**config.mk**
```make
export PLATFORM = sky130hd
export DESIGN_NAME = life_automaton_row_step
export DESIGN_NICKNAME = d
export VERILOG_FILES = /design/src/life_pkg.sv /design/src/life_front.sv /design/src/life_queue.sv /design/src/life_back.sv /design/src/life_automaton_row_step.sv
export SDC_FILE = /design/constraint.sdc
export NUM_CORES = 1
export LEC_CHECK = 0
export BUFFER_PORTS_ARGS = -buffer_cell sky130_fd_sc_hd__buf_4
export CORE_MARGIN = 5
export CORE_UTILIZATION = 55
export CTS_BUF_LIST = sky130_fd_sc_hd__clkbuf_4 sky130_fd_sc_hd__clkbuf_8
export DETAILED_ROUTE_END_ITERATION = 12
export PLACE_DENSITY = 0.75
export SETUP_SLACK_MARGIN = 0.4
export SYNTH_ARGS = -nofsm -noshare
export SYNTH_HDL_FRONTEND = slang
export SYNTH_HIERARCHICAL = 1
export SYNTH_SLANG_ARGS = --single-unit
```
**constraint.sdc**
```tcl
create_clock -name clock -period 8.32 [get_ports clock]
set_clock_uncertainty 0.1 [all_clocks]
set_input_delay 0.416 -clock clock [delete_from_list [all_inputs] [get_ports clock]]
set_output_delay 0.416 -clock clock [all_outputs]
set_load 0.01 [all_outputs]
```
**src/life_pkg.sv**
```systemverilog
`default_nettype none

package life_pkg;

   localparam int ROW_WIDTH       = 64;
   localparam int COLS_WIDTH      = 7;
   localparam int NBR_WIDTH       = 4;
   localparam int BIRTH_COUNT     = 3;
   localparam int SURVIVE_LOW     = 2;
   localparam int QUEUE_DEPTH     = 2;
   localparam int QUEUE_PTR_WIDTH = (QUEUE_DEPTH > 1) ? $clog2(QUEUE_DEPTH) : 1;
   localparam int QUEUE_CNT_WIDTH = $clog2(QUEUE_DEPTH + 1);
   localparam logic [COLS_WIDTH-1:0] COLS_RESET = COLS_WIDTH'(ROW_WIDTH);

   typedef enum logic [1:0] {
      SEEN_NONE,
      SEEN_ONE,
      SEEN_TWO
   } seen_type;

   typedef struct packed {
      logic [ROW_WIDTH-1:0] up;
      logic [ROW_WIDTH-1:0] mid;
      logic [ROW_WIDTH-1:0] down;
      logic                 frame_end;
   } job_type;

   typedef struct packed {
      logic full;
      logic empty;
   } queue_status_type;

endpackage

`default_nettype wire

```
**src/life_front.sv**
```systemverilog
`default_nettype none

module life_front (
   input  wire logic                           clock,
   input  wire logic                           reset,
   input  wire logic                           req_valid,
   output logic                                req_stall,
   input  wire logic [life_pkg::ROW_WIDTH-1:0] req_row_cells,
   input  wire logic                           req_bottom_row,
   input  wire life_pkg::queue_status_type     queue_status,
   output logic                                push_valid,
   output life_pkg::job_type                   push_job
);
   import life_pkg::*;

   seen_type             seen_ff;
   seen_type             seen_in;
   logic                 flush_pending_ff;
   logic                 flush_pending_in;
   logic [ROW_WIDTH-1:0] row_above_ff;
   logic [ROW_WIDTH-1:0] row_above_in;
   logic [ROW_WIDTH-1:0] row_current_ff;
   logic [ROW_WIDTH-1:0] row_current_in;
   logic                 accept;

   assign req_stall = queue_status.full || flush_pending_ff;
   assign accept    = req_valid && !req_stall;

   always_comb begin
      seen_in          = seen_ff;
      flush_pending_in = flush_pending_ff && queue_status.full;
      row_above_in     = row_above_ff;
      row_current_in   = row_current_ff;
      if (accept) begin
         case (seen_ff)
            SEEN_NONE: begin
               row_above_in   = '0;
               row_current_in = req_row_cells;
               if (!req_bottom_row) begin
                  seen_in = SEEN_ONE;
               end
            end
            SEEN_ONE, SEEN_TWO: begin
               row_above_in   = row_current_ff;
               row_current_in = req_row_cells;
               if (req_bottom_row) begin
                  seen_in          = SEEN_NONE;
                  flush_pending_in = 1'b1;
               end else begin
                  seen_in = SEEN_TWO;
               end
            end
            default: begin
               seen_in = SEEN_NONE;
            end
         endcase
      end
   end

   always_comb begin
      push_valid         = 1'b0;
      push_job.up        = row_above_ff;
      push_job.mid       = row_current_ff;
      push_job.down      = req_row_cells;
      push_job.frame_end = 1'b0;
      if (flush_pending_ff) begin
         push_valid         = !queue_status.full;
         push_job.down      = '0;
         push_job.frame_end = 1'b1;
      end else if (accept) begin
         case (seen_ff)
            SEEN_NONE: begin
               push_valid         = req_bottom_row;
               push_job.up        = '0;
               push_job.mid       = req_row_cells;
               push_job.down      = '0;
               push_job.frame_end = 1'b1;
            end
            SEEN_ONE, SEEN_TWO: begin
               push_valid = 1'b1;
            end
            default: begin
               push_valid = 1'b0;
            end
         endcase
      end
   end

   always_ff @(posedge clock) begin
      if (reset) begin
         seen_ff          <= SEEN_NONE;
         flush_pending_ff <= 1'b0;
      end else begin
         seen_ff          <= seen_in;
         flush_pending_ff <= flush_pending_in;
      end
   end

   always_ff @(posedge clock) begin
      row_above_ff   <= row_above_in;
      row_current_ff <= row_current_in;
   end

`ifndef SYNTHESIS
   assert property (@(posedge clock) disable iff (reset)
      (flush_pending_ff && !queue_status.full) |=> !flush_pending_ff)
      else $error("flush beat held after its push");
   assert property (@(posedge clock) disable iff (reset)
      flush_pending_ff |-> seen_ff == SEEN_NONE)
      else $error("flush pending while a frame is still open");
   assert property (@(posedge clock) disable iff (reset)
      push_valid |-> !queue_status.full)
      else $error("push into a full queue");
`endif

endmodule

`default_nettype wire

```
**src/life_queue.sv**
```systemverilog
`default_nettype none

module life_queue (
   input  wire logic                       clock,
   input  wire logic                       reset,
   input  wire logic                       push_valid,
   input  wire life_pkg::job_type          push_job,
   input  wire logic                       pop,
   output life_pkg::job_type               head_job,
   output life_pkg::queue_status_type      queue_status
);
   import life_pkg::*;

   job_type                    slot_ff [QUEUE_DEPTH];
   logic [QUEUE_PTR_WIDTH-1:0] wr_ptr_ff;
   logic [QUEUE_PTR_WIDTH-1:0] wr_ptr_in;
   logic [QUEUE_PTR_WIDTH-1:0] rd_ptr_ff;
   logic [QUEUE_PTR_WIDTH-1:0] rd_ptr_in;
   logic [QUEUE_CNT_WIDTH-1:0] count_ff;
   logic [QUEUE_CNT_WIDTH-1:0] count_in;
   logic                       do_push;
   logic                       do_pop;

   assign queue_status.full  = (count_ff == QUEUE_CNT_WIDTH'(QUEUE_DEPTH));
   assign queue_status.empty = (count_ff == '0);
   assign do_push  = push_valid && !queue_status.full;
   assign do_pop   = pop && !queue_status.empty;
   assign head_job = slot_ff[rd_ptr_ff];

   always_comb begin
      wr_ptr_in = wr_ptr_ff;
      rd_ptr_in = rd_ptr_ff;
      count_in  = count_ff;
      if (do_push) begin
         wr_ptr_in = (wr_ptr_ff == QUEUE_PTR_WIDTH'(QUEUE_DEPTH - 1)) ?
                     '0 : wr_ptr_ff + 1'b1;
      end
      if (do_pop) begin
         rd_ptr_in = (rd_ptr_ff == QUEUE_PTR_WIDTH'(QUEUE_DEPTH - 1)) ?
                     '0 : rd_ptr_ff + 1'b1;
      end
      if (do_push && !do_pop) begin
         count_in = count_ff + 1'b1;
      end else if (do_pop && !do_push) begin
         count_in = count_ff - 1'b1;
      end
   end

   always_ff @(posedge clock) begin
      if (reset) begin
         wr_ptr_ff <= '0;
         rd_ptr_ff <= '0;
         count_ff  <= '0;
      end else begin
         wr_ptr_ff <= wr_ptr_in;
         rd_ptr_ff <= rd_ptr_in;
         count_ff  <= count_in;
      end
   end

   always_ff @(posedge clock) begin
      if (do_push) begin
         slot_ff[wr_ptr_ff] <= push_job;
      end
   end

`ifndef SYNTHESIS
   assert property (@(posedge clock) disable iff (reset)
      count_ff <= QUEUE_CNT_WIDTH'(QUEUE_DEPTH))
      else $error("queue count beyond depth");
   assert property (@(posedge clock) disable iff (reset)
      (do_push && !do_pop) |=> count_ff == $past(count_ff) + 1'b1)
      else $error("queue count missed a push");
   assert property (@(posedge clock) disable iff (reset)
      queue_status.empty |-> wr_ptr_ff == rd_ptr_ff)
      else $error("empty queue with pointers apart");
`endif

endmodule

`default_nettype wire

```
**src/life_back.sv**
```systemverilog
`default_nettype none

module life_back (
   input  wire logic                            clock,
   input  wire logic                            reset,
   input  wire logic                            csr_write_enable,
   input  wire logic [life_pkg::COLS_WIDTH-1:0] csr_columns_in_use,
   input  wire life_pkg::job_type               head_job,
   input  wire life_pkg::queue_status_type      queue_status,
   output logic                                 pop,
   output logic                                 rsp_valid,
   input  wire logic                            rsp_stall,
   output logic [life_pkg::ROW_WIDTH-1:0]       rsp_next_cells,
   output logic                                 rsp_frame_end
);
   import life_pkg::*;

   logic [COLS_WIDTH-1:0] columns_ff;
   logic [ROW_WIDTH-1:0]  mask;
   logic [ROW_WIDTH+1:0]  up_pad;
   logic [ROW_WIDTH+1:0]  mid_pad;
   logic [ROW_WIDTH+1:0]  down_pad;
   logic [ROW_WIDTH-1:0]  next_row;
   logic [NBR_WIDTH-1:0]  nbr [ROW_WIDTH];
   logic                  rsp_valid_ff;
   logic                  rsp_valid_in;
   logic [ROW_WIDTH-1:0]  rsp_cells_ff;
   logic                  rsp_frame_end_ff;

   always_comb begin
      for (int c = 0; c < ROW_WIDTH; c++) begin
         mask[c] = (COLS_WIDTH'(c) < columns_ff);
      end
   end

   assign up_pad   = {1'b0, head_job.up   & mask, 1'b0};
   assign mid_pad  = {1'b0, head_job.mid  & mask, 1'b0};
   assign down_pad = {1'b0, head_job.down & mask, 1'b0};

   always_comb begin
      for (int c = 0; c < ROW_WIDTH; c++) begin
         nbr[c] = NBR_WIDTH'(up_pad[c])   + NBR_WIDTH'(up_pad[c+1])
                + NBR_WIDTH'(up_pad[c+2]) + NBR_WIDTH'(mid_pad[c])
                + NBR_WIDTH'(mid_pad[c+2]) + NBR_WIDTH'(down_pad[c])
                + NBR_WIDTH'(down_pad[c+1]) + NBR_WIDTH'(down_pad[c+2]);
         next_row[c] = mask[c]
                    && ((nbr[c] == NBR_WIDTH'(BIRTH_COUNT))
                    || (mid_pad[c+1] && nbr[c] == NBR_WIDTH'(SURVIVE_LOW)));
      end
   end

   assign pop          = !queue_status.empty && (!rsp_valid_ff || !rsp_stall);
   assign rsp_valid_in = pop || (rsp_valid_ff && rsp_stall);

   always_ff @(posedge clock) begin
      if (reset) begin
         columns_ff   <= COLS_RESET;
         rsp_valid_ff <= 1'b0;
      end else begin
         if (csr_write_enable) begin
            columns_ff <= csr_columns_in_use;
         end
         rsp_valid_ff <= rsp_valid_in;
      end
   end

   always_ff @(posedge clock) begin
      if (pop) begin
         rsp_cells_ff     <= next_row;
         rsp_frame_end_ff <= head_job.frame_end;
      end
   end

   assign rsp_valid      = rsp_valid_ff;
   assign rsp_next_cells = rsp_cells_ff;
   assign rsp_frame_end  = rsp_frame_end_ff;

`ifndef SYNTHESIS
   assert property (@(posedge clock) disable iff (reset)
      (rsp_valid_ff && rsp_stall) |-> !pop)
      else $error("result beat overwritten while stalled");
   assert property (@(posedge clock) disable iff (reset)
      pop |=> rsp_valid_ff)
      else $error("popped job produced no result beat");
   assert property (@(posedge clock) disable iff (reset)
      pop |-> (next_row & ~mask) == '0)
      else $error("live cell beyond active columns");
`endif

endmodule

`default_nettype wire

```
**src/life_automaton_row_step.sv**
```systemverilog
`default_nettype none

// One generation of the B3/S23 automaton over a grid with dead borders, one row
// per beat, top row first, req_bottom_row on the last row. Result row r leaves
// once row r+1 has been taken; the bottom row releases the last one or two rows,
// the final one with rsp_frame_end set. Rows are taken one per cycle while the
// job queue has room; a bottom row that follows earlier rows stalls the input
// until its second result is queued. Each job passes through a two-entry job
// queue and the registered result stage, which holds while rsp_stall is high.
// csr_columns_in_use (reset 64, values above 64 act as 64) masks
// stored and incoming rows when each result is formed; columns at or beyond it
// read as dead and come out as zero. Write it only while no result is pending.
module life_automaton_row_step (
   input  wire logic                            clock,
   input  wire logic                            reset,
   input  wire logic                            req_valid,
   output logic                                 req_stall,
   input  wire logic [life_pkg::ROW_WIDTH-1:0]  req_row_cells,
   input  wire logic                            req_bottom_row,
   output logic                                 rsp_valid,
   input  wire logic                            rsp_stall,
   output logic [life_pkg::ROW_WIDTH-1:0]       rsp_next_cells,
   output logic                                 rsp_frame_end,
   input  wire logic                            csr_write_enable,
   input  wire logic [life_pkg::COLS_WIDTH-1:0] csr_columns_in_use
);
   import life_pkg::*;

   queue_status_type queue_status;
   job_type          push_job;
   job_type          head_job;
   logic             push_valid;
   logic             pop;

   life_front u_front (
      .clock          (clock),
      .reset          (reset),
      .req_valid      (req_valid),
      .req_stall      (req_stall),
      .req_row_cells  (req_row_cells),
      .req_bottom_row (req_bottom_row),
      .queue_status   (queue_status),
      .push_valid     (push_valid),
      .push_job       (push_job)
   );

   life_queue u_queue (
      .clock        (clock),
      .reset        (reset),
      .push_valid   (push_valid),
      .push_job     (push_job),
      .pop          (pop),
      .head_job     (head_job),
      .queue_status (queue_status)
   );

   life_back u_back (
      .clock              (clock),
      .reset              (reset),
      .csr_write_enable   (csr_write_enable),
      .csr_columns_in_use (csr_columns_in_use),
      .head_job           (head_job),
      .queue_status       (queue_status),
      .pop                (pop),
      .rsp_valid          (rsp_valid),
      .rsp_stall          (rsp_stall),
      .rsp_next_cells     (rsp_next_cells),
      .rsp_frame_end      (rsp_frame_end)
   );

endmodule

`default_nettype wire

```
* After elaboration in Yosys (flattened, before gate mapping)
Memories as Yosys holds them, arrays and structs flattened. A register that Yosys moved wholly into a read port is not among the register bits. Cells that the tools add are included.
Storage, ports and cells: output and inout bits 67, memories kept 1, RAM bits 386, register bits 208
Operators by class: reductions and logical operators 219, multiplexer cells 22, add/sub/neg operators 445, equality and inequality tests 132, $lt $le $gt $ge 64, bitwise operators 3
Memories:
- u_queue.slot_ff | depth 2, width 193, read ports 1, clocked after Yosys merged registers in 1, wr ports 1, RTL line life_queue.sv:14 | job_type slot_ff [QUEUE_DEPTH];
Operators with widths (number):
- adder 4 x 1 -> 4 bit | 378
- == test 4 x 2 -> 1 bit (second input constant) | 128
- 2-to-1 mux 193 bit | 2
- < comparator 6 x 7 -> 1 bit (first input constant) | 32
- bitwise AND 64 bit | 3
- logical AND 1 bit | 136
- 2-to-1 mux 128 bit | 1
- one-hot mux 64 bit (2 select lines) | 1
- adder 1 x 1 -> 2 bit | 63
- < comparator 5 x 7 -> 1 bit (first input constant) | 16
- logical OR 1 bit | 67
- 2-to-1 mux 65 bit | 1
- < comparator 4 x 7 -> 1 bit (first input constant) | 8
- < comparator 3 x 7 -> 1 bit (first input constant) | 4
- < comparator 1 x 7 -> 1 bit (first input constant) | 2
- < comparator 2 x 7 -> 1 bit (first input constant) | 2
- 2-to-1 mux 1 bit | 11
- 2-to-1 mux 2 bit | 4
- logical NOT 1 bit | 7
- AND reduction 2 bit | 3
- == test 2 bit (second input constant) | 2
- logical NOT 2 bit | 2
- one-hot mux 2 bit (2 select lines) | 1
- nonzero test 2 bit | 2
- 8 further kinds | 9

* Depth between registers and ports, before layout
Gate-level depths: netlist of the first run.
depth after elaboration 13, depth in mapped cells 18

* Hierarchy
The synthesis of the first run kept the hierarchy.
By module, submodules not included:
- life_back | instances 1, seq. area each 2112.0 um^2, area each 14865.5 um^2, cells an instance 1570
- life_queue | instances 1, seq. area each 11691.2 um^2, area each 14198.6 um^2, cells an instance 625
- life_front | instances 1, seq. area each 3903.7 um^2, area each 6377.4 um^2, cells an instance 440

* Least setup slack after synthesis of the first run
No wires, ideal clock.
path kind register to register, from register u_queue.count_ff[1], to memory u_queue/slot_ff[1][0] (netlist name), enable pin, stages on the path, launching flop included 8, setup time 578 ps, period minus slack after synthesis 6413 ps, arrival time 5736 ps, buffers on the path 0, data required time 7642 ps, path slack 1907 ps, path through dfxtp_1 -> nor2b_2 -> nand2b_1 -> or3_1 -> o22ai_1 -> inv_1 -> nor2_1 -> and2_1
RTL lines:
- start, declared | RTL line life_queue.sv:19 | logic [QUEUE_CNT_WIDTH-1:0] count_ff;
- start signal, assigned | RTL line life_queue.sv:57 | count_ff <= count_in;
- end, declared | RTL line life_queue.sv:14

* Worst setup path after layout of the first run
from register u_back.columns_ff[5], to register u_back.rsp_cells_ff[31] (netlist: u_back/rsp_next_cells[31]) (data pin)
On the way: cells in the longest elaborated chain, start to end 13, elaborated cells between the ends (all ways) 18, those cells by class add/sub: 7; order compare: 3; eq/ne: 2; bitwise: 3; reduce/logical: 3
RTL lines:
- start, declared | RTL line life_back.sv:18 | logic [COLS_WIDTH-1:0] columns_ff;
- start signal, assigned | RTL line life_back.sv:61 | columns_ff <= csr_columns_in_use;
- < comparator 5 x 7 -> 1 bit | RTL line life_back.sv:32 | mask[c] = (COLS_WIDTH'(c) < columns_ff);
- bitwise AND 64 bit | RTL line life_back.sv:36 | assign up_pad = {1'b0, head_job.up & mask, 1'b0};
- adder 1 x 1 -> 2 bit | RTL line life_back.sv:42 | nbr[c] = NBR_WIDTH'(up_pad[c]) + NBR_WIDTH'(up_pad[c+1])
- adder 4 x 1 -> 4 bit (2 in a row) | RTL line life_back.sv:43 | + NBR_WIDTH'(up_pad[c+2]) + NBR_WIDTH'(mid_pad[c])
- adder 4 x 1 -> 4 bit (2 in a row) | RTL line life_back.sv:44 | + NBR_WIDTH'(mid_pad[c+2]) + NBR_WIDTH'(down_pad[c])
- adder 4 x 1 -> 4 bit (2 in a row) | RTL line life_back.sv:45 | + NBR_WIDTH'(down_pad[c+1]) + NBR_WIDTH'(down_pad[c+2]);
- == test 4 x 2 -> 1 bit | RTL line life_back.sv:48 | || (mid_pad[c+1] && nbr[c] == NBR_WIDTH'(SURVIVE_LOW)));
- logical AND 1 bit | RTL line life_back.sv:48
- logical OR 1 bit | RTL line life_back.sv:48
- logical AND 1 bit (*) | RTL line life_back.sv:47 | && ((nbr[c] == NBR_WIDTH'(BIRTH_COUNT))
- net u_back.next_row[31] | RTL line life_back.sv:23 | logic [ROW_WIDTH-1:0] next_row;
- end signal, assigned | RTL line life_back.sv:69 | rsp_cells_ff <= next_row;
- end, declared | RTL line life_back.sv:27 | logic [ROW_WIDTH-1:0] rsp_cells_ff;
Mark *: on every way through the listed nets, which the timed path passes. The rest lies on a longest branch. A chain may end at the register's enable or synchronous reset.

==> results.txt, run 1 <==
----------------------------------------------------
[Timing]
  Max Clk Rate ... 180.7 MHz
  # setup viols final ... 0
  Setup repair after global routing missed its margin ... no
  Share of the cycle needed by the critical path after routing ... 0.6650
  Final hold violation count ... 0
  Transition at the pin with the smallest max-transition slack ... 1180 ps
  Final Critical Period ... ~5500 ps
  Worst slew slack as a fraction of its limit ... 0.2104
  Final count of pins violating max slew ... 0
  Sum Neg Setup Slack ... 0 ps

[Job]
  Max cap viols ... 0

[Logic synthesis]
  Share of the yosys chip area belonging to registers ... 0.4996
  Synthesized area per cell ... roughly 13 um^2
  Gate count of the mapped netlist ... approximately 2,600
  Leading register cell type out of synthesis ... edfxtp_1
  Summed instance area of the synthesized netlist ... between 0.03 and 0.04 mm^2
  Count of different cell masters after synthesis ... 66
  Synthesized net count ... around 3,100
  Async set or reset register ratio after synthesis ... 0
  Number of warnings reported in the yosys synthesis log ... 6
  Number of flops mapped to enable cells by yosys ... between 500 and 600
  Flip-flop and latch count after synthesis ... about 600

[Worst setup path]
  R2R Path Start ... u_back/columns_ff[5]
  Type of destination of the critical path ... flip-flop
  Critical path required time ... just under 9000 ps
  Data arrival time of the worst path ... 5870 ps
  Critical path origin ... u_back/columns_ff[5]
  FF-to-FF setup slack ... ~2800 ps
  Worst setup SP type ... flip-flop
  Worst Setup Path Type ... flip-flop to flip-flop
  Critical R2R Capture ... u_back/rsp_next_cells[31]
  Highest net fanout along the worst path ... 29
  Reg2reg path depth ... 14

[Global route]
  Leftover overflow at the end of global routing ... 0
  First-pass GRT wire length ... 125,900 um
  GRT Util Overall ... 0.2269
  Number of antenna violations at the first check in global routing ... 2
  Maximum number of pins on one net before global-route repair ... between 100 and 150
  Vias in the first global route ... around 24,000

[Finish]
  Final net count ... roughly 3,400
  FILL cells ... roughly 4,800
  Footprint of the multi-input gates ... ~0.016 mm^2
  Footprint of the flip-flops and latches ... about 0.018 mm^2
  Most common library cell in the layout ignoring fill and taps ... edfxtp_1
  Utilization of the core after routing ... 0.6263
  Most frequent cells in the layout ... edfxtp_1 (579), inv_1 (312), fa_1 (224)
  Area growth, synth to finish ... 13.30%
  Layout cell share with drive strength beyond 1 ... 0.2045

[CTS]
  Cell chosen for the clock root ... clkbuf_8
  Number of gates resized after CTS ... 0
  Number of buffers inserted during clock tree synthesis ... between 90 and 100
  Clock-pin slew on the worst setup and hold paths ... around 70 ps
  CTS HTree Levels ... 3
  Clock tree from TritonCTS ... built
  Buffer levels on the longest clock path ... 3
  Sink count of the clock tree ... 595
  Clock insertion delay at the later pin of the skew report ... 690 ps

[Route]
  Router iterations before antenna repair ... 5
  Overall routed net length ... 78,960 um
  Via count ... approximately 21,000
  Number of routed nets with antenna violations ... 0
  Number of DRC violations after detailed-routing iteration 0 ... between 1,500 and 2,000
  Vias per inst ... 5.582
  Number of design rule violations left after detail routing ... 0
  Wire length per cell ... ~21 um

[Placed design]
  Placer Congestion ... roughly 0.91
  Buffers on Ports ... 143
  Detailed-placement wirelength estimate ... between 50,000 and 60,000 um

[Min path]
  Count of cells along the worst hold path ... 4
  Sink of the worst hold path ... u_front/seen_ff[0]
  HP Start ... req_valid
  Path type of the worst min-delay path ... input port to flip-flop

[Floorplan]
  Standard-cell row count ... slightly above 90
  Total Die Area ... about 0.070 mm^2
  Die width ... 263.9 um
  Core region area ... approximately 0.064 mm^2
  Vertical extent of the die ... 263.9 um
  Initial core utilization ... 0.5528
  Boundary Pins ... about 140

[Status]
  Status ... completed

----------------------------------------------------
## final cells by class
type	count	share of cell area
Antenna cell	1	0.00006232
Clock buffer	140	0.04238
Clock inverter	37	0.007728
Inverter	314	0.02966
Multi-Input combinational cell	1651	0.4000
Sequential cell	595	0.4411
Tap cell	855	0.02664
Timing Repair Buffer	246	0.05247
## cells by family (layout without fill, tap and decap cells)
family / after synthesis / count (layout) / synth area share
AND/OR/NAND/NOR: 623 / 623 / 0.09532
flip-flops: 595 / 595 / 0.4996
adder cells (fa/ha/maj): 430 / 430 / 0.1993
buffers and inverters: 389 / 737 / 0.04829
AO/OA/AOI/OAI: 299 / 299 / 0.05913
multiplexers: 269 / 269 / 0.09098
XOR/XNOR: 30 / 30 / 0.007414
other: 0 / 1 / 0
## synthesized netlist by cell type, types with 4 or more instances
cell	instances	area, um^2
o2111ai_1	4	35.03
o21ai_1	4	20.02
o21ai_0	89	445.4
nor2_1	33	123.9
a211oi_1	9	67.56
o21a_1	6	45.04
mux2_2	201	2263
nand3b_1	15	112.6
nor2b_1	82	513.0
a31o_2	9	78.83
buf_6	27	304.0
mux2i_1	12	120.1
dfxtp_1	16	320.3
o21bai_1	15	112.6
nand2b_1	17	106.4
fa_1	224	4484
and3_1	10	62.56
and2_1	203	1270
buf_4	4	30.03
a21o_1	16	120.1
or3_1	7	43.79
nand3_1	62	310.3
xor2_1	25	219.0
edfxtp_1	579	17390
buf_2	26	130.1
o2111a_1	46	518.0
o211a_1	4	40.04
nor3_1	10	50.05
o211ai_1	4	30.03
mux2_4	56	840.8
clkbuf_1	17	63.81
nand4_1	4	25.02
ha_1	206	2577
inv_1	314	1179
nand2_1	164	615.6
xnor2_1	5	43.79
a21oi_1	72	360.4
## worst max path at each step
stage / end / slack (ps) / cells after the start
CTS: u_back/rsp_next_cells[31] / 2890 / 14
detailed placement: u_back/rsp_next_cells[31] / 2940 / 14
global placement: u_back/rsp_next_cells[31] / 3120 / 15
floorplan: u_queue/slot_ff[1][0] / 1910 / 7
global route: u_back/rsp_next_cells[60] / 2580 / 13
finish: u_back/rsp_next_cells[31] / 2790 / 14
## metal layers
metal	routed length, um	vias up	part of all wire	global-route usage
met3	4645	160	0.059	0.03809
met1	32170	10800	0.41	0.2887
met4	2464	0	0.031	0.07986
met5	0	-	0	0
met2	39670	608	0.50	0.3964
li1	-	9862	-	-
## through the flow
stage	hold slack [ps]	setup slack (ps)	instance area [um^2]	std cells
after floorplan	351.6	1907	35440	2635
after global placement	375.0	3118	37250	3572
after detailed placement	388.6	2943	37250	3572
after CTS	23.25	2893	40150	3838
after global routing	112.5	2584	40150	3839
final	86.91	2787	40150	3839
## critical path, cell delays in order (launching register included)
cell and delay (ps):
dfxtp_1 610, nor2_1 1030, o21ai_0 440, and2_1 340, fa_1 540, inv_1 50
fa_1 480, inv_1 60, fa_1 540, and2_1 180, fa_1 420, nand3b_1 110
o21ai_0 80, and3_1 190, o211a_1 110
## sequential cells by signal, summed over array words and instances, names as in the netlist, named ones only
signal	flops
u_back/rsp_next_cells	64
u_back/columns_ff	7
u_front/seen_ff	2
u_front/flush_pending_ff	1
u_back/rsp_valid	1
u_back/rsp_frame_end	1
u_front/row_above_ff	64
u_queue/wr_ptr_ff	1
u_queue/slot_ff	386
u_queue/count_ff	2
u_front/row_current_ff	64
u_queue/rd_ptr_ff	1
## timing repair
action / CTS / global route
buffers inserted: 0 / 0
hold buffers: 89 / 0
setup endpoints to repair: 0 / 0
endpoints found under the hold margin: 340 / 0
Power of run 1 is not shown: default switching activity piles up to over one toggle a cycle in this logic, so the estimate is an artifact.
==> run 2, diff against run 1 <==
--- a/config.mk
+++ b/config.mk
@@ -5,6 +5,7 @@
 export SDC_FILE = /design/constraint.sdc
 export NUM_CORES = 1
 export LEC_CHECK = 0
+export ABC_AREA = 1
 export BUFFER_PORTS_ARGS = -buffer_cell sky130_fd_sc_hd__buf_4
 export CORE_MARGIN = 5
 export CORE_UTILIZATION = 55
==> constraint.sdc (replaced) <==
create_clock -name clock -period 5.55 [get_ports clock]
set_clock_uncertainty 0.1 [all_clocks]
set_input_delay 0.2775 -clock clock [delete_from_list [all_inputs] [get_ports clock]]
set_output_delay 0.2775 -clock clock [all_outputs]
set_load 0.01 [all_outputs]
==> run 2 against run 1 <==
Compared with the run above: worst hold slack improved by 150 ps; die area rose by 0.90%; via count rose by 8.3%; highest routed layer unchanged; synthesized area rose by 0.94%; critical path depth rose by 2; fmax rose by 10%; global-route usage fell by 0.15 points.
==> results.txt, run 2 <==
----------------------------------------------------
[Pwr]
  Leakage power total ... 18.48 nW
  Power per cell area ... between 600 and 700 mW/mm^2
  Max rail drop VDD ... 0.6082 mV
  Tot Pwr ... about 27 mW

[Finish]
  Layout cell share with drive strength beyond 1 ... 0.1558
  Area growth, synth to finish ... 13.40%
  Most frequent cells in the layout ... inv_1 (661), nand2_1 (587), edfxtp_1 (579)
  Flip-flop count of the largest register, all copies and words added ... 386
  Register ranked first by flip-flop count ... u_queue/slot_ff
  Final net count ... between 3,000 and 4,000
  Most common library cell in the layout ignoring fill and taps ... inv_1

[Route]
  Via count ... 23,200
  Wire length per cell ... 17.96 um
  Overall routed net length ... roughly 79,000 um
  Router iterations before antenna repair ... 5
  Vias per inst ... 5.258
  Number of design rule violations left after detail routing ... 0
  Number of routed nets with antenna violations ... 0
  Number of DRC violations after detailed-routing iteration 0 ... about 1,600

[Placed design]
  Placer Congestion ... 0.8662
  Buffers on Ports ... between 100 and 150
  Detailed-placement wirelength estimate ... ~53,000 um
  Post-Place Worst Slack ... between 500 and 600 ps

[Logic synthesis]
  Number of warnings reported in the yosys synthesis log ... 6
  Share of the synthesized area in the top cell type ... 0.4860
  Most area-hungry cell type in the Yosys netlist ... edfxtp_1
  Gate count of the mapped netlist ... about 3,200
  Leading register cell type out of synthesis ... edfxtp_1
  Share of the yosys chip area belonging to registers ... 0.4950
  Synthesized net count ... 3,712
  Top-count cell post-synth ... inv_1
  Summed instance area of the synthesized netlist ... approximately 0.036 mm^2
  Most instantiated cells after synthesis ... inv_1 (662), nand2_1 (588), edfxtp_1 (579)
  Flip-flop and latch count after synthesis ... 595
  Async set or reset register ratio after synthesis ... 0
  Biggest area contributors in the synthesized netlist ... edfxtp_1 (49%), fa_1 (13%), ha_1 (7.2%), inv_1 (6.9%), nand2_1 (6.2%)
  Synthesized area per cell ... about 11 um^2
  Count of different cell masters after synthesis ... slightly above 40
  Number of flops mapped to enable cells by yosys ... 579

[Timing]
  Crit path setup slack, layout ... between 500 and 600 ps
  # setup viols final ... 0
  Setup repair after global routing missed its margin ... no
  Transition at the pin with the smallest max-transition slack ... between 900 and 1000 ps
  Max Clk Rate ... between 150 and 200 MHz
  Final Critical Period ... 5030 ps
  Share of the cycle needed by the critical path after routing ... 0.9062
  Final hold violation count ... 0
  Final count of pins violating max slew ... 0
  Worst slew slack as a fraction of its limit ... 0.3891

[CTS]
  Sink count of the clock tree ... between 500 and 600
  Clock insertion delay at the later pin of the skew report ... 680 ps
  Cell chosen for the clock root ... clkbuf_8
  CTS HTree Levels ... 3
  Number of buffers inserted during clock tree synthesis ... 96
  Clock tree from TritonCTS ... built
  Clock-pin slew on the worst setup and hold paths ... ~70 ps
  Buffer levels on the longest clock path ... 3

[Floorplan]
  Core region area ... about 0.064 mm^2
  Die width ... between 200 and 300 um
  Vertical extent of the die ... ~270 um
  Initial core utilization ... 0.5549
  Total Die Area ... approximately 0.070 mm^2
  Boundary Pins ... around 140
  Standard-cell row count ... 93

[Worst setup path]
  R2R Path Start ... u_back/columns_ff[2]
  Data arrival time of the worst path ... roughly 5300 ps
  Worst setup SP type ... flip-flop
  Worst Setup Path Type ... flip-flop to flip-flop
  Critical path required time ... 5860 ps
  Highest net fanout along the worst path ... 7
  Reg2reg path depth ... 16
  Type of destination of the critical path ... flip-flop
  Critical R2R Capture ... u_back/rsp_next_cells[38]
  FF-to-FF setup slack ... 520 ps

[Job]
  Max cap viols ... 0

[Status]
  Status ... completed

[Global route]
  First-pass GRT wire length ... ~130,000 um
  Leftover overflow at the end of global routing ... 0
  Vias in the first global route ... roughly 24,000
  GRT Util Overall ... 0.2254
  Maximum number of pins on one net before global-route repair ... ~130
  Number of antenna violations at the first check in global routing ... 1

[Min path]
  Count of cells along the worst hold path ... 2
  Sink of the worst hold path ... u_front/row_current_ff[55]
  HP Start ... req_row_cells[55]
  Path type of the worst min-delay path ... input port to flip-flop

----------------------------------------------------
## run 2: worst max path at each step
| stage | start | endpoint | slack (ps) | cells past startpoint |
|---|---|---|---|---|
| floorplan | u_queue/count_ff[1] | u_queue/slot_ff[0][0] | -970 | 9 |
| global placement | u_back/columns_ff[2] | u_back/rsp_next_cells[14] | 660 | 14 |
| detailed placement | u_back/columns_ff[2] | u_back/rsp_next_cells[40] | 560 | 20 |
| CTS | u_back/columns_ff[2] | u_back/rsp_next_cells[40] | 530 | 20 |
| global route | u_back/columns_ff[4] | u_back/rsp_next_cells[61] | 430 | 16 |
| finish | u_back/columns_ff[2] | u_back/rsp_next_cells[38] | 520 | 16 |
## run 2: cell type report
cell class / count / area, um^2
well taps: 855 / 1070
multi-input cells: 1873 / 15130
repair buffers: 252 / 2255
flip-flops and latches: 595 / 17720
clock buffers: 131 / 1634
diodes: 1 / 2.502
inverters: 667 / 2520
fillers: 5058 / 23900
clock inverters: 38 / 245.2
## run 2: metrics by stage
stage / hold WS [ps] / TNS, ps / util / cells / area [um^2]
2_1_floorplan: 246.6 / -372720 / - / 3205 / 35830
3_3_place_gp: 376.1 / 0 / 0.5875 / 4161 / 37870
3_5_place_dp: 377.4 / 0 / 0.5875 / 4161 / 37870
4_1_cts: 165.0 / 0 / 0.6290 / 4410 / 40550
5_1_grt: 196.2 / 0 / 0.6293 / 4412 / 40570
6_report: 238.7 / 0 / 0.6293 / 4412 / 40570
## run 2: worst max-delay path: stages, from the launching register on
cell	delay (ps)
dfxtp_1	430
nand2_1	110
nor2_1	470
inv_1	410
o21ai_0	510
nand2_1	160
fa_1	480
fa_1	490
inv_1	50
fa_1	480
ha_1	240
fa_1	390
nand2_1	90
nor2_1	50
nand2_1	70
o21ai_0	90
o2111a_1	140
## run 2: what timing repair did
| item | 4_1_cts | 5_1_grt |
|---|---|---|
| setup endpoints to repair | 0 | 11 |
| hold buffers | 80 | 0 |
| resized for setup | 0 | 6 |
| setup buffers | 0 | 1 |
| hold endpoints to repair | 336 | 0 |
## run 2: where the power goes
part | internal [mW] | leakage, nW | total (mW) | switching [mW]
sequential | 6.71 | 5.61 | 7.05 | 0.346
combinational | 6.90 | 11.9 | 16.1 | 9.24
clock | 2.00 | 0.994 | 3.74 | 1.74
## run 2: cell families after synthesis
family / Yosys count / synth area share
AND/OR/NAND/NOR: 945 / 0.1051
buffers and inverters: 737 / 0.08443
flip-flops: 595 / 0.4950
adder cells (fa/ha/maj): 430 / 0.1974
AO/OA/AOI/OAI: 269 / 0.04858
multiplexers: 193 / 0.06075
XOR/XNOR: 36 / 0.008814
## run 2: layer usage
layer / up-vias / part of all wire / wire (um) / track usage
met5: - / 0 / 0 / 0
met4: 0 / 0.035 / 2769 / 0.09021
met3: 143 / 0.062 / 4902 / 0.03496
met2: 689 / 0.47 / 37500 / 0.3718
met1: 11340 / 0.43 / 34050 / 0.3038
li1: 11030 / - / - / -
No activity file was read; power rests on OpenSTA's default activity.
